File: config.mk
export PLATFORM = sky130hd
export DESIGN_NAME = crs_ctrl
export DESIGN_NICKNAME = d
export VERILOG_FILES = /design/src/rtl/crs_pkg.sv /design/src/rtl/crs_ctrl.sv
export SDC_FILE = /design/constraint.sdc
export NUM_CORES = 1
export LEC_CHECK = 0
export BUFFER_PORTS_ARGS = -buffer_cell sky130_fd_sc_hd__buf_2
export CAP_MARGIN = 20
export CORE_MARGIN = 4
export CORE_UTILIZATION = 47
export CTS_CLUSTER_DIAMETER = 30
export CTS_CLUSTER_SIZE = 24
export DETAILED_ROUTE_END_ITERATION = 12
export PLACE_DENSITY = 0.87
export SYNTH_ARGS = -nofsm -noshare
export SYNTH_HDL_FRONTEND = slang
export SYNTH_SLANG_ARGS = --single-unit
File: constraint.sdc
create_clock -name clk -period 4.2 [get_ports clk]
set_input_delay 0.63 -clock clk [delete_from_list [all_inputs] [get_ports clk]]
set_output_delay 0.63 -clock clk [all_outputs]
set_load 0.005 [all_outputs]
File: src/rtl/crs_pkg.sv
// ----------------------------------------------------------------------------
// crs_pkg: shared types and constants for channel running statistics
// Item and result layouts, operation and register codes, controller states,
// and the command and status bundles between controller and datapath.
// ----------------------------------------------------------------------------
package crs_pkg;

  localparam int CHANNELS_DEF = 8;

  // Operation codes carried by an item
  localparam logic OP_ADD   = 1'b0;
  localparam logic OP_CLEAR = 1'b1;

  // Configuration register indexes
  localparam logic CFG_MIN_SAMPLES = 1'b0;
  localparam logic CFG_ACTIVE      = 1'b1;

  localparam logic [31:0] MIN_SAMPLES_RST = 32'd100;
  localparam logic [3:0]  ACTIVE_RST      = 4'd8;

  localparam logic signed [31:0] Q_MAX  = 32'sh7FFF_FFFF;
  localparam logic signed [31:0] Q_MIN  = 32'sh8000_0000;
  localparam logic [30:0]        SD_MAX = 31'h7FFF_FFFF;

  typedef struct packed {
    logic               opcode;
    logic [2:0]         channel;
    logic signed [31:0] sample_value;
    logic [31:0]        time_ms;
  } item_t;

  typedef struct packed {
    logic [2:0]         out_channel;
    logic [31:0]        sample_count;
    logic signed [31:0] mean_value;
    logic [30:0]        std_dev;
    logic signed [31:0] min_value;
    logic signed [31:0] max_value;
    logic signed [31:0] rate_mean;
    logic [30:0]        rate_std_dev;
    logic               channel_valid;
    logic               all_valid;
  } result_t;

  typedef enum logic [4:0] {
    S_IDLE,
    S_LOAD,
    S_W_LOAD,
    S_W_DIVS,
    S_W_DIV,
    S_W_MULS,
    S_W_MUL,
    S_W_ACC,
    S_W_VDIVS,
    S_W_VDIV,
    S_W_SQRTS,
    S_W_SQRT,
    S_W_END,
    S_R_DIVS,
    S_R_DIV,
    S_R_END,
    S_WRITE,
    S_RESULT
  } state_t;

  // Commands from the controller; phase selects sample (0) or rate (1) Welford
  typedef struct packed {
    logic capture;
    logic load;
    logic w_load;
    logic div_mean;
    logic mul;
    logic acc;
    logic div_var;
    logic sqrt;
    logic w_end;
    logic div_rate;
    logic r_end;
    logic write;
    logic result;
    logic phase;
  } ctl_cmd_t;

  typedef struct packed {
    logic unit_busy;
    logic ch_ok;
    logic op_clear;
    logic var_go;
    logic rate_go;
    logic out_full;
  } dp_status_t;

endpackage

File: src/rtl/crs_ctrl.sv
// ----------------------------------------------------------------------------
// crs_ctrl: sequencing controller
// Steps one item through load, sample Welford, rate division, rate Welford,
// write back and result hand-off, driving the datapath by commands.
// ----------------------------------------------------------------------------
module crs_ctrl (
  input  logic                clk,
  input  logic                rst,
  input  logic                item_valid,
  output logic                item_stall,
  input  crs_pkg::dp_status_t st,
  output crs_pkg::ctl_cmd_t   cmd
);
  import crs_pkg::*;

  state_t state, state_next;
  logic   phase;

  // State and Welford phase registers
  always_ff @(posedge clk) begin
    if (rst) begin
      state <= S_IDLE;
      phase <= 1'b0;
    end else begin
      state <= state_next;
      if (state == S_LOAD) begin
        phase <= 1'b0;
      end else if (state == S_R_END) begin
        phase <= 1'b1;
      end
    end
  end

  // Next state
  always_comb begin
    state_next = state;
    case (state)
      S_IDLE:    if (item_valid) state_next = S_LOAD;
      S_LOAD: begin
        if (!st.ch_ok || st.op_clear) state_next = S_WRITE;
        else state_next = S_W_LOAD;
      end
      S_W_LOAD:  state_next = S_W_DIVS;
      S_W_DIVS:  state_next = S_W_DIV;
      S_W_DIV:   if (!st.unit_busy) state_next = S_W_MULS;
      S_W_MULS:  state_next = S_W_MUL;
      S_W_MUL:   if (!st.unit_busy) state_next = S_W_ACC;
      S_W_ACC: begin
        if (st.var_go) state_next = S_W_VDIVS;
        else state_next = S_W_END;
      end
      S_W_VDIVS: state_next = S_W_VDIV;
      S_W_VDIV:  if (!st.unit_busy) state_next = S_W_SQRTS;
      S_W_SQRTS: state_next = S_W_SQRT;
      S_W_SQRT:  if (!st.unit_busy) state_next = S_W_END;
      S_W_END: begin
        if (!phase && st.rate_go) state_next = S_R_DIVS;
        else state_next = S_WRITE;
      end
      S_R_DIVS:  state_next = S_R_DIV;
      S_R_DIV:   if (!st.unit_busy) state_next = S_R_END;
      S_R_END:   state_next = S_W_LOAD;
      S_WRITE:   state_next = S_RESULT;
      S_RESULT:  if (!st.out_full) state_next = S_IDLE;
      default:   state_next = S_IDLE;
    endcase
  end

  // Command outputs
  always_comb begin
    cmd        = '0;
    cmd.phase  = phase;
    item_stall = (state != S_IDLE);
    case (state)
      S_IDLE:    cmd.capture  = item_valid;
      S_LOAD:    cmd.load     = 1'b1;
      S_W_LOAD:  cmd.w_load   = 1'b1;
      S_W_DIVS:  cmd.div_mean = 1'b1;
      S_W_MULS:  cmd.mul      = 1'b1;
      S_W_ACC:   cmd.acc      = 1'b1;
      S_W_VDIVS: cmd.div_var  = 1'b1;
      S_W_SQRTS: cmd.sqrt     = 1'b1;
      S_W_END:   cmd.w_end    = 1'b1;
      S_R_DIVS:  cmd.div_rate = 1'b1;
      S_R_END:   cmd.r_end    = 1'b1;
      S_WRITE:   cmd.write    = 1'b1;
      S_RESULT:  cmd.result   = !st.out_full;
      default:   cmd.capture  = 1'b0;
    endcase
  end

endmodule

==> flow_metrics.py, run 1 <==
metrics = {
    "yosys": {
        "netlist_area_um2": 626,
        "synth_top_cell_area_share": 0.192,
        "synth_edf_count": 0,
        "postSynthCellCount": 94,
        "yosysSeqAreaShare": 0.192,
        "ys_warn_count": 0,
        "synthArstFlopShare": 0,
        "synthTopCellsByArea": "dfxtp_1 (19%), nor3_1 (7.2%), nor2_1 (7.2%), o21ai_0 (6.4%), nand2_1 (4.8%)",
        "synth_cell_type_count": 31,
        "syn_area_per_cell_um2": 6.66,
        "synth_area_leader_cell": "dfxtp_1",
        "synth_fp_nets": 103,
        "synth-main-ff-cell": "dfxtp_1",
        "synth_seq_cells": 6,
    },
    "place": {
        "io_buffers": 23,
        "hpwl_mm": 1.30,
        "gp_congestion": 0.779,
    },
    "worst_setup_path": {
        "worstPathRequired_ns": 3.57,
        "cp_max_fo": 18,
        "endpoint_kind": "primary output",
        "timing.rr.start": "state[0]$_SDFFE_PP0P_",
        "cp.arrival_ns": 1.57,
        "r2r-end": "state[0]$_SDFFE_PP0P_",
        "critPathLaunchType": "flop",
        "critical_path_class": "reg2out",
        "ff2ff_path_depth": 5,
        "r2r_slack_ns": 2.30,
    },
    "clock_network": {
        "clk_pin_slew_ns": 0.05,
        "clk_latency_ns": 0.25,
        "cts_setup_buffers": 0,
        "cts_hold_buffers": 0,
        "cts_buffers": 3,
        "cts.path.max_buffers": 2,
        "root_buffer": "clkbuf_4",
        "tritoncts": "built",
        "cts.sinks": 6,
        "ctsResizeCount": 0,
        "h-tree-depth": 1,
    },
    "run": {
        "max-cap-violations": 0,
    },
    "min_path": {
        "worstHoldPathCells": 2,
        "hold_end": "phase$_SDFFE_PP0P_",
        "min_from": "phase$_SDFFE_PP0P_",
        "worstHoldPathType": "reg2reg",
    },
    "route": {
        "drt_iter0_markers": 35,
        "postRouteAntennaNets": 0,
        "via_count": 771,
        "firstDrtPassIters": 4,
        "viasPerCell": 6.17,
        "drc": 0,
        "wl_per_cell_um": 14.0,
        "routed_wl_mm": 1.75,
    },
    "power": {
        "fin_total_pwr_mw": 0.233,
        "leakage_nw": 0.327,
        "ir_drop_uv": 137,
        "pwr_density_cell_nw_per_um2": 315,
    },
    "die": {
        "rows": 12,
        "die_area_um2": 1980,
        "die_y_um": 44.5,
        "fp.coreArea_um2": 1190,
        "pin_count": 24,
        "die_w_um": 44.5,
        "initial_core_util": 0.527,
    },
    "sta": {
        "rsz0062_at_grt": "false",
        "tns_ns": 0,
        "hold_ws_ns": 0.555,
        "fmax_mhz": 455,
        "period_share": 0.524,
        "skew_ns": 0.000883,
        "drv_slew": 0,
        "hold_viol_final": 0,
        "tightest_slew_ns": 0.676,
        "setup_violations": 0,
        "slew_headroom": 0.549,
        "post-route-min-period_ns": 2.20,
    },
    "grt": {
        "grt_pass1_vias": 706,
        "grt.overflow.total": 0,
        "grt_first_pass_wirelength_mm": 3.06,
        "grt_max_degree": 21,
        "antenna_found_initial": 0,
        "gr-usage-all-layers": 0.207,
    },
    "layout": {
        "n_antenna_cell": 0,
        "syn2layout_area_growth_pct": 18.2,
        "layout-drive-gt1-share": 0.279,
        "fin_nets": 122,
        "final_cell_mix": "buf_2 (23), nor2_1 (12), nor3_1 (9)",
        "layout_commonest_cell": "buf_2",
    },
    "run_status": {
        "status": "finished clean",
    },
}
==> synth_stat cells, types with 2 or more instances <==
library cell	count
nor4b_1	2
o21ai_1	2
nor4_1	2
o21ai_0	8
dfxtp_1	6
buf_2	3
a32o_1	2
nand3_1	4
and3_1	2
nand2b_1	3
clkbuf_1	4
nor2b_1	3
inv_1	5
a21oi_1	5
nor3_1	9
nand2_1	8
nor2_1	12
==> through the flow <==
| stage | cell area, um2 | setup slack [ns] | cells | util |
|---|---|---|---|---|
| detailed placement | 717 | 2.24 | 122 | 0.604 |
| CTS | 739 | 2.00 | 125 | 0.623 |
| finish | 739 | 2.00 | 125 | 0.623 |
| floorplan | 626 | 2.38 | 94 | - |
| global route | 739 | 1.84 | 125 | 0.623 |
| global placement | 717 | 2.29 | 122 | 0.604 |
==> layer usage <==
layer	track usage	share of wire	vias to the layer above
met3	0.0488	0.084	7
li1	-	-	371
met1	0.261	0.42	358
met5	0	0	-
met4	0.114	0.021	0
met2	0.318	0.48	35
==> power breakdown <==
| part | switching [mW] | internal [mW] |
|---|---|---|
| Sequential | 0.0226 | 0.0623 |
| Clock | 0.0251 | 0.0326 |
| Combinational | 0.0457 | 0.0450 |
| Total | 0.0934 | 0.140 |
==> state kept, by name (all words and copies together) (netlist names) <==
| register | flops |
|---|---|
| state | 5 |
| phase | 1 |
==> layout make-up <==
cell class,instances,area [um2]
Timing Repair Buffer,23,115
Clock buffer,3,22.5
Sequential cell,6,120
Tap cell,14,17.5
Fill cell,120,447
Inverter,5,18.8
Multi-Input combinational cell,74,445
==> critical path: stages, from the launching register on <==
cell	delay (ns)
dfxtp_1	0.70
nand3_1	0.28
nor3_1	0.19
buf_2	0.14
==> worst max path at each step <==
stage                                      from                     to  slack [ns]  cells after the start
after floorplan           state[1]$_SDFFE_PP0P_                 cmd[8]        2.38                      4
after global placement               item_valid  state[0]$_SDFFE_PP0P_        2.29                      6
after detailed placement             item_valid  state[0]$_SDFFE_PP0P_        2.24                      6
after CTS                 state[2]$_SDFFE_PP0P_                 cmd[5]        2.00                      3
after global routing      state[0]$_SDFFE_PP0P_                 cmd[9]        1.84                      3
final                     state[2]$_SDFFE_PP0P_                 cmd[5]        2.00                      3
==> cells by family (layout without fill, tap and decap cells) <==
logic type / count (synthesis) / in the layout / synth area share
AOI/OAI and AO/OA: 25 / 25 / 0.294
buffers and inverters: 14 / 31 / 0.0960
DFF: 6 / 6 / 0.192
and+or+nand+nor: 49 / 49 / 0.418
Note: power is estimated with default switching activity, not from simulation.
==> run 2, diff against run 1 <==
--- a/config.mk
+++ b/config.mk
@@ -5,14 +5,15 @@
 export SDC_FILE = /design/constraint.sdc
 export NUM_CORES = 1
 export LEC_CHECK = 0
+export ABC_AREA = 1
 export BUFFER_PORTS_ARGS = -buffer_cell sky130_fd_sc_hd__buf_2
 export CAP_MARGIN = 20
 export CORE_MARGIN = 4
-export CORE_UTILIZATION = 47
+export CORE_UTILIZATION = 42
 export CTS_CLUSTER_DIAMETER = 30
 export CTS_CLUSTER_SIZE = 24
 export DETAILED_ROUTE_END_ITERATION = 12
-export PLACE_DENSITY = 0.87
+export PLACE_DENSITY = 0.83
 export SYNTH_ARGS = -nofsm -noshare
 export SYNTH_HDL_FRONTEND = slang
 export SYNTH_SLANG_ARGS = --single-unit
==> constraint.sdc (replaced) <==
create_clock -name clk -period 1.95 [get_ports clk]
set_input_delay 0.2925 -clock clk [delete_from_list [all_inputs] [get_ports clk]]
set_output_delay 0.2925 -clock clk [all_outputs]
set_load 0.005 [all_outputs]
==> run 2 against run 1 <==
Compared with the run above:
- sequential power rose to 2.9 times the previous value
- synthesized cell count rose by 17%
- sequential share of layout area fell by 0.68 points
- final cell count rose by 18%
- clock skew barely moved
- non-clock buffer count did not move
- clock power rose by 100%
- worst setup slack got worse by 1.7 ns
- via count fell by 6.4%
- global-route usage fell by 3.9 points
- wire length fell by 6.3%
- flip-flop and latch count did not move
==> flow_metrics.py, run 2 <==
metrics = {
    "die": {
        "pin_count": 24,
        "initial_core_util": 0.465,
        "die_w_um": 46.9,
        "fp.coreArea_um2": 1370,
        "rows": 13,
        "die_y_um": 46.9,
        "die_area_um2": 2200,
    },
    "layout": {
        "layout-drive-gt1-share": 0.398,
        "n_antenna_cell": 0,
        "final.fill_count": 149,
        "regMostFlops": "state",
        "final_cell_mix": "nand2_1 (29), buf_2 (23), nor2_1 (17)",
        "syn2layout_area_growth_pct": 21.5,
        "reg_top3": "state x5, phase x1",
        "largest_register_ffs": 5,
        "layout_commonest_cell": "nand2_1",
        "fin_nets": 144,
    },
    "worst_setup_path": {
        "worstPathRequired_ns": 1.66,
        "cp_slowest_cell": "dfxtp_1",
        "cpPeakStageDelay_ns": 0.49,
        "ff2ff_path_depth": 9,
        "critical_path_class": "reg2out",
        "timing.rr.start": "state[4]$_SDFFE_PP0P_",
        "r2r_slack_ns": 0.58,
        "cp.arrival_ns": 1.36,
        "crit_path_frequent_cell": "nand2_1",
        "endpoint_kind": "primary output",
        "r2r-end": "state[2]$_SDFFE_PP0P_",
        "worstPathCellList": "nand2_1 > nor2_2 > nand2_1 > inv_1 > buf_2",
        "critPathLaunchType": "flop",
        "cp_max_fo": 8,
    },
    "min_path": {
        "min_from": "rst",
        "worstHoldPathCells": 2,
        "worstHoldPathType": "in2reg",
        "hold_end": "state[3]$_SDFFE_PP0P_",
    },
    "clock_network": {
        "root_buffer": "clkbuf_4",
        "cts.path.max_buffers": 2,
        "clk_latency_ns": 0.24,
        "ctsResizeCount": 0,
        "cts_buffers": 3,
        "cts_hold_buffers": 0,
        "clk_pin_slew_ns": 0.05,
        "tritoncts": "built",
        "cts.sinks": 6,
        "cts_setup_buffers": 0,
        "h-tree-depth": 1,
    },
    "yosys": {
        "yosysSeqAreaShare": 0.189,
        "syn_area_per_cell_um2": 5.78,
        "synth_area_leader_cell": "dfxtp_1",
        "synthTopCellsByArea": "dfxtp_1 (19%), nand2_1 (17%), nor2_1 (10%), inv_1 (7.1%), nor2_2 (5.9%)",
        "netlist_area_um2": 636,
        "synth_top_cell_area_share": 0.189,
        "synthArstFlopShare": 0,
        "synth_fp_nets": 119,
        "synth-main-ff-cell": "dfxtp_1",
        "yosys-top-cells-count": "nand2_1 (29), nor2_1 (17), inv_1 (12)",
        "postSynthCellCount": 110,
        "synth_edf_count": 0,
        "synth_cell_type_count": 20,
        "ys_warn_count": 0,
        "synth_seq_cells": 6,
        "yosysMostFrequentCell": "nand2_1",
    },
    "sta": {
        "fmax_mhz": 605,
        "setup_violations": 0,
        "period_share": 0.848,
        "tns_ns": 0,
        "rsz0062_at_grt": "false",
        "tightest_slew_ns": 0.368,
        "drv_slew": 0,
        "slew_headroom": 0.754,
        "post-route-min-period_ns": 1.65,
        "skew_ns": 0.00112,
        "hold_viol_final": 0,
    },
    "grt": {
        "grt_util_met2": 0.257,
        "grt.overflow.total": 0,
        "grt_max_degree": 9,
        "grt_first_pass_wirelength_mm": 2.57,
        "grt.busiest_layer": "met2",
        "gr-usage-all-layers": 0.168,
        "met3_usage": 0.0307,
        "antenna_found_initial": 0,
        "global_route.usage.met1": 0.219,
        "grt_pass1_vias": 598,
    },
    "route": {
        "viasPerCell": 4.88,
        "firstDrtPassIters": 4,
        "wl_per_cell_um": 11.1,
        "drt_iter0_markers": 22,
        "via_count": 722,
        "routed_wl_mm": 1.64,
        "postRouteAntennaNets": 0,
        "drc": 0,
    },
    "place": {
        "hpwl_mm": 1.39,
        "gp_congestion": 0.932,
        "io_buffers": 23,
    },
    "power": {
        "ir_drop_uv": 657,
        "leakage_nw": 0.470,
        "pwr_density_cell_nw_per_um2": 1310,
        "fin_total_pwr_mw": 1.01,
    },
    "run": {
        "max-cap-violations": 0,
    },
    "run_status": {
        "status": "finished clean",
    },
}
[run 2: cell families after synthesis]
kind of cell	synth area share
AO/OA/AOI/OAI	0.0551
buffers and inverters	0.155
AND/OR/NAND/NOR	0.600
flip-flops	0.189
[run 2: final cells by class]
cell class	count	area, um2	area share
sequential	6	120	0.156
multi-input combinational	80	417	0.540
inverter	21	78.8	0.102
tap	15	18.8	0.0243
clock buffer	3	22.5	0.0292
timing repair buffer	23	115	0.149
[run 2: report_power, final]
part | internal [mW] | switching (mW)
clock | 0.0697 | 0.0461
combinational | 0.235 | 0.417
sequential | 0.160 | 0.0839
[run 2: worst max path at each step]
stage	depth (start not counted)	start	slack (ns)	endpoint
2_1_floorplan	6	state[1]$_SDFFE_PP0P_	0.74	cmd[13]
3_3_place_gp	5	state[2]$_SDFFE_PP0P_	0.59	cmd[8]
3_5_place_dp	5	state[1]$_SDFFE_PP0P_	0.57	cmd[3]
4_1_cts	5	state[1]$_SDFFE_PP0P_	0.30	cmd[3]
5_1_grt	5	state[1]$_SDFFE_PP0P_	0.20	cmd[3]
6_report	5	state[1]$_SDFFE_PP0P_	0.30	cmd[3]
[run 2: per-stage QoR]
| step | cell area [um2] | util | hold WS (ns) | std cells | setup WS [ns] |
|---|---|---|---|---|---|
| floorplan | 636 | - | 0.362 | 110 | 0.741 |
| global placement | 749 | 0.549 | 0.469 | 145 | 0.591 |
| detailed placement | 749 | 0.549 | 0.474 | 145 | 0.569 |
| CTS | 772 | 0.565 | 0.250 | 148 | 0.299 |
| global route | 772 | 0.565 | 0.262 | 148 | 0.200 |
| finish | 772 | 0.565 | 0.253 | 148 | 0.296 |
[run 2: critical path: cells and delay by family, from the launching register on]
family	cells	cell delay, ns
DFF	1	0.49
and+or+nand+nor	3	0.45
buffers and inverters	2	0.17
[run 2: metal layers]
layer | wire length, um | vias to the layer above
li1 | - | 385
met3 | 94 | 4
met5 | 0 | -
met4 | 31 | 0
met2 | 770 | 23
met1 | 743 | 310
==> run 3, diff against run 2 <==
--- a/config.mk
+++ b/config.mk
@@ -9,11 +9,11 @@
 export BUFFER_PORTS_ARGS = -buffer_cell sky130_fd_sc_hd__buf_2
 export CAP_MARGIN = 20
 export CORE_MARGIN = 4
-export CORE_UTILIZATION = 42
+export CORE_UTILIZATION = 47
 export CTS_CLUSTER_DIAMETER = 30
 export CTS_CLUSTER_SIZE = 24
 export DETAILED_ROUTE_END_ITERATION = 12
-export PLACE_DENSITY = 0.83
+export PLACE_DENSITY = 0.87
 export SYNTH_ARGS = -nofsm -noshare
 export SYNTH_HDL_FRONTEND = slang
 export SYNTH_SLANG_ARGS = --single-unit
==> constraint.sdc (replaced) <==
create_clock -name clk -period 1.7 [get_ports clk]
set_input_delay 0.255 -clock clk [delete_from_list [all_inputs] [get_ports clk]]
set_output_delay 0.255 -clock clk [all_outputs]
set_load 0.005 [all_outputs]
==> run 3 against run 2 <==
Compared with the run above:
- count of clock-buffer cells in the layout unchanged
- sequential share of layout area about the same
- critical path type unchanged
- final cell count down 0.68%
- largest cell class unchanged
- core utilization up 8.5 points
- critical path depth unchanged
- hold slack worse by 0.017 ns
- global-route usage about the same
- clock power up 15%
- die area down 8.9%
==> flow_metrics.py, run 3 (synthesis results as in run 2) <==
metrics = {
    "sta": {
        "hold_viol_final": 0,
        "skew_ns": 0.00474,
        "setup_violations": 0,
        "period_share": 0.925,
        "post-route-min-period_ns": 1.57,
        "rsz0062_at_grt": "false",
        "tns_ns": 0,
        "slew_headroom": 0.761,
        "drv_slew": 0,
        "tightest_slew_ns": 0.358,
        "hold_ws_ns": 0.236,
        "fmax_mhz": 636,
    },
    "die": {
        "initial_core_util": 0.536,
        "pin_count": 24,
        "fp.coreArea_um2": 1190,
        "die_y_um": 44.8,
        "die_w_um": 44.8,
        "die_area_um2": 2000,
        "rows": 12,
    },
    "layout": {
        "reg_top3": "state x5, phase x1",
        "n_antenna_cell": 0,
        "final.fill_count": 120,
        "fin_nets": 144,
        "syn2layout_area_growth_pct": 21.3,
        "multiInputGateArea_um2": 417,
        "largest_register_ffs": 5,
        "regMostFlops": "state",
        "final_cell_mix": "nand2_1 (29), buf_2 (23), nor2_1 (17)",
        "layout_commonest_cell": "nand2_1",
        "regArea_um2": 120,
        "design_area_um2": 771,
        "layout-drive-gt1-share": 0.398,
    },
    "min_path": {
        "worstHoldPathCells": 2,
        "worstHoldPathType": "in2reg",
    },
    "power": {
        "pwr_density_cell_nw_per_um2": 1510,
        "ir_drop_uv": 741,
        "leakage_nw": 0.470,
        "fin_total_pwr_mw": 1.16,
    },
    "place": {
        "io_buffers": 23,
        "gp_congestion": 0.918,
        "dpl-instance-area_um2": 748,
        "hpwl_mm": 1.32,
    },
    "run": {
        "max-cap-violations": 0,
    },
    "grt": {
        "grt.overflow.total": 0,
        "gr-usage-all-layers": 0.168,
        "antenna_found_initial": 0,
        "grt_pass1_vias": 648,
        "grt_first_pass_wirelength_mm": 2.55,
        "grt_max_degree": 9,
    },
    "route": {
        "routed.top_layer": "met4",
        "postRouteAntennaNets": 0,
        "via_count": 761,
        "wl_per_cell_um": 11.0,
        "viasPerCell": 5.18,
        "dr_wl_met2_um": 706,
        "wirelength_met1_um": 699,
        "firstDrtPassIters": 4,
        "wl_met3_um": 165,
        "drt_iter0_markers": 21,
        "drc": 0,
        "routed_wl_mm": 1.62,
    },
    "worst_setup_path": {
        "endpoint_kind": "primary output",
        "critical_path_class": "reg2out",
        "worstPathCellList": "inv_2 > nor2_4 > inv_2 > nor3_2 > buf_2",
        "crit_path_frequent_cell": "inv_2",
        "critPathLaunchType": "flop",
        "ff2ff_path_depth": 9,
        "worstPathRequired_ns": 1.44,
        "cpPeakStageDelay_ns": 0.49,
        "cp_slowest_cell": "dfxtp_1",
        "cp.arrival_ns": 1.32,
        "cp_max_fo": 5,
    },
    "clock_network": {
        "h-tree-depth": 1,
        "cts.path.max_buffers": 2,
        "ctsResizeCount": 0,
        "tritoncts": "built",
        "cts_buffers": 3,
        "cts.sinks": 6,
        "root_buffer": "clkbuf_4",
        "clk_latency_ns": 0.25,
        "cts_hold_buffers": 0,
        "clk_pin_slew_ns": 0.05,
        "cts_setup_buffers": 0,
    },
    "run_status": {
        "status": "finished clean",
    },
}
-- run 3: worst max-delay path: cells and delay by family, from the launching register on --
kind / cells / cell delay [ns]
flops: 1 / 0.49
buf+inv: 3 / 0.29
simple gates: 2 / 0.28
-- run 3: worst paths after layout --
kind	slack [ns]	end	from
worst max-delay path	0.13	cmd[8]	state[2]$_SDFFE_PP0P_
worst min register to register	0.48	phase$_SDFFE_PP0P_	phase$_SDFFE_PP0P_
worst min-delay path	0.24	state[3]$_SDFFE_PP0P_	rst
worst max register to register	0.27	state[2]$_SDFFE_PP0P_	state[4]$_SDFFE_PP0P_
-- run 3: area by class of cell --
class | count | share of cell area
Sequential cell | 6 | 0.156
Inverter | 21 | 0.102
Clock buffer | 3 | 0.0292
Tap cell | 14 | 0.0227
Multi-Input combinational cell | 80 | 0.541
Timing Repair Buffer | 23 | 0.149
-- run 3: routing by layer --
layer	global-route usage	vias up
met4	0.0877	0
met1	0.209	321
met5	0	-
met2	0.278	48
li1	-	383
met3	0.0279	9
-- run 3: metrics by stage --
step | utilization | instances | worst slack (ns)
detailed placement | 0.631 | 144 | 0.319
global placement | 0.631 | 144 | 0.360
CTS | 0.650 | 147 | 0.125
floorplan | - | 110 | 0.528
finish | 0.650 | 147 | 0.128
global route | 0.650 | 147 | 0.0228
-- run 3: where the power goes --
group	switching, mW	total (mW)	internal (mW)
combinational	0.486	0.755	0.269
clock	0.0528	0.133	0.0799
sequential	0.0931	0.276	0.183
total	0.632	1.16	0.532
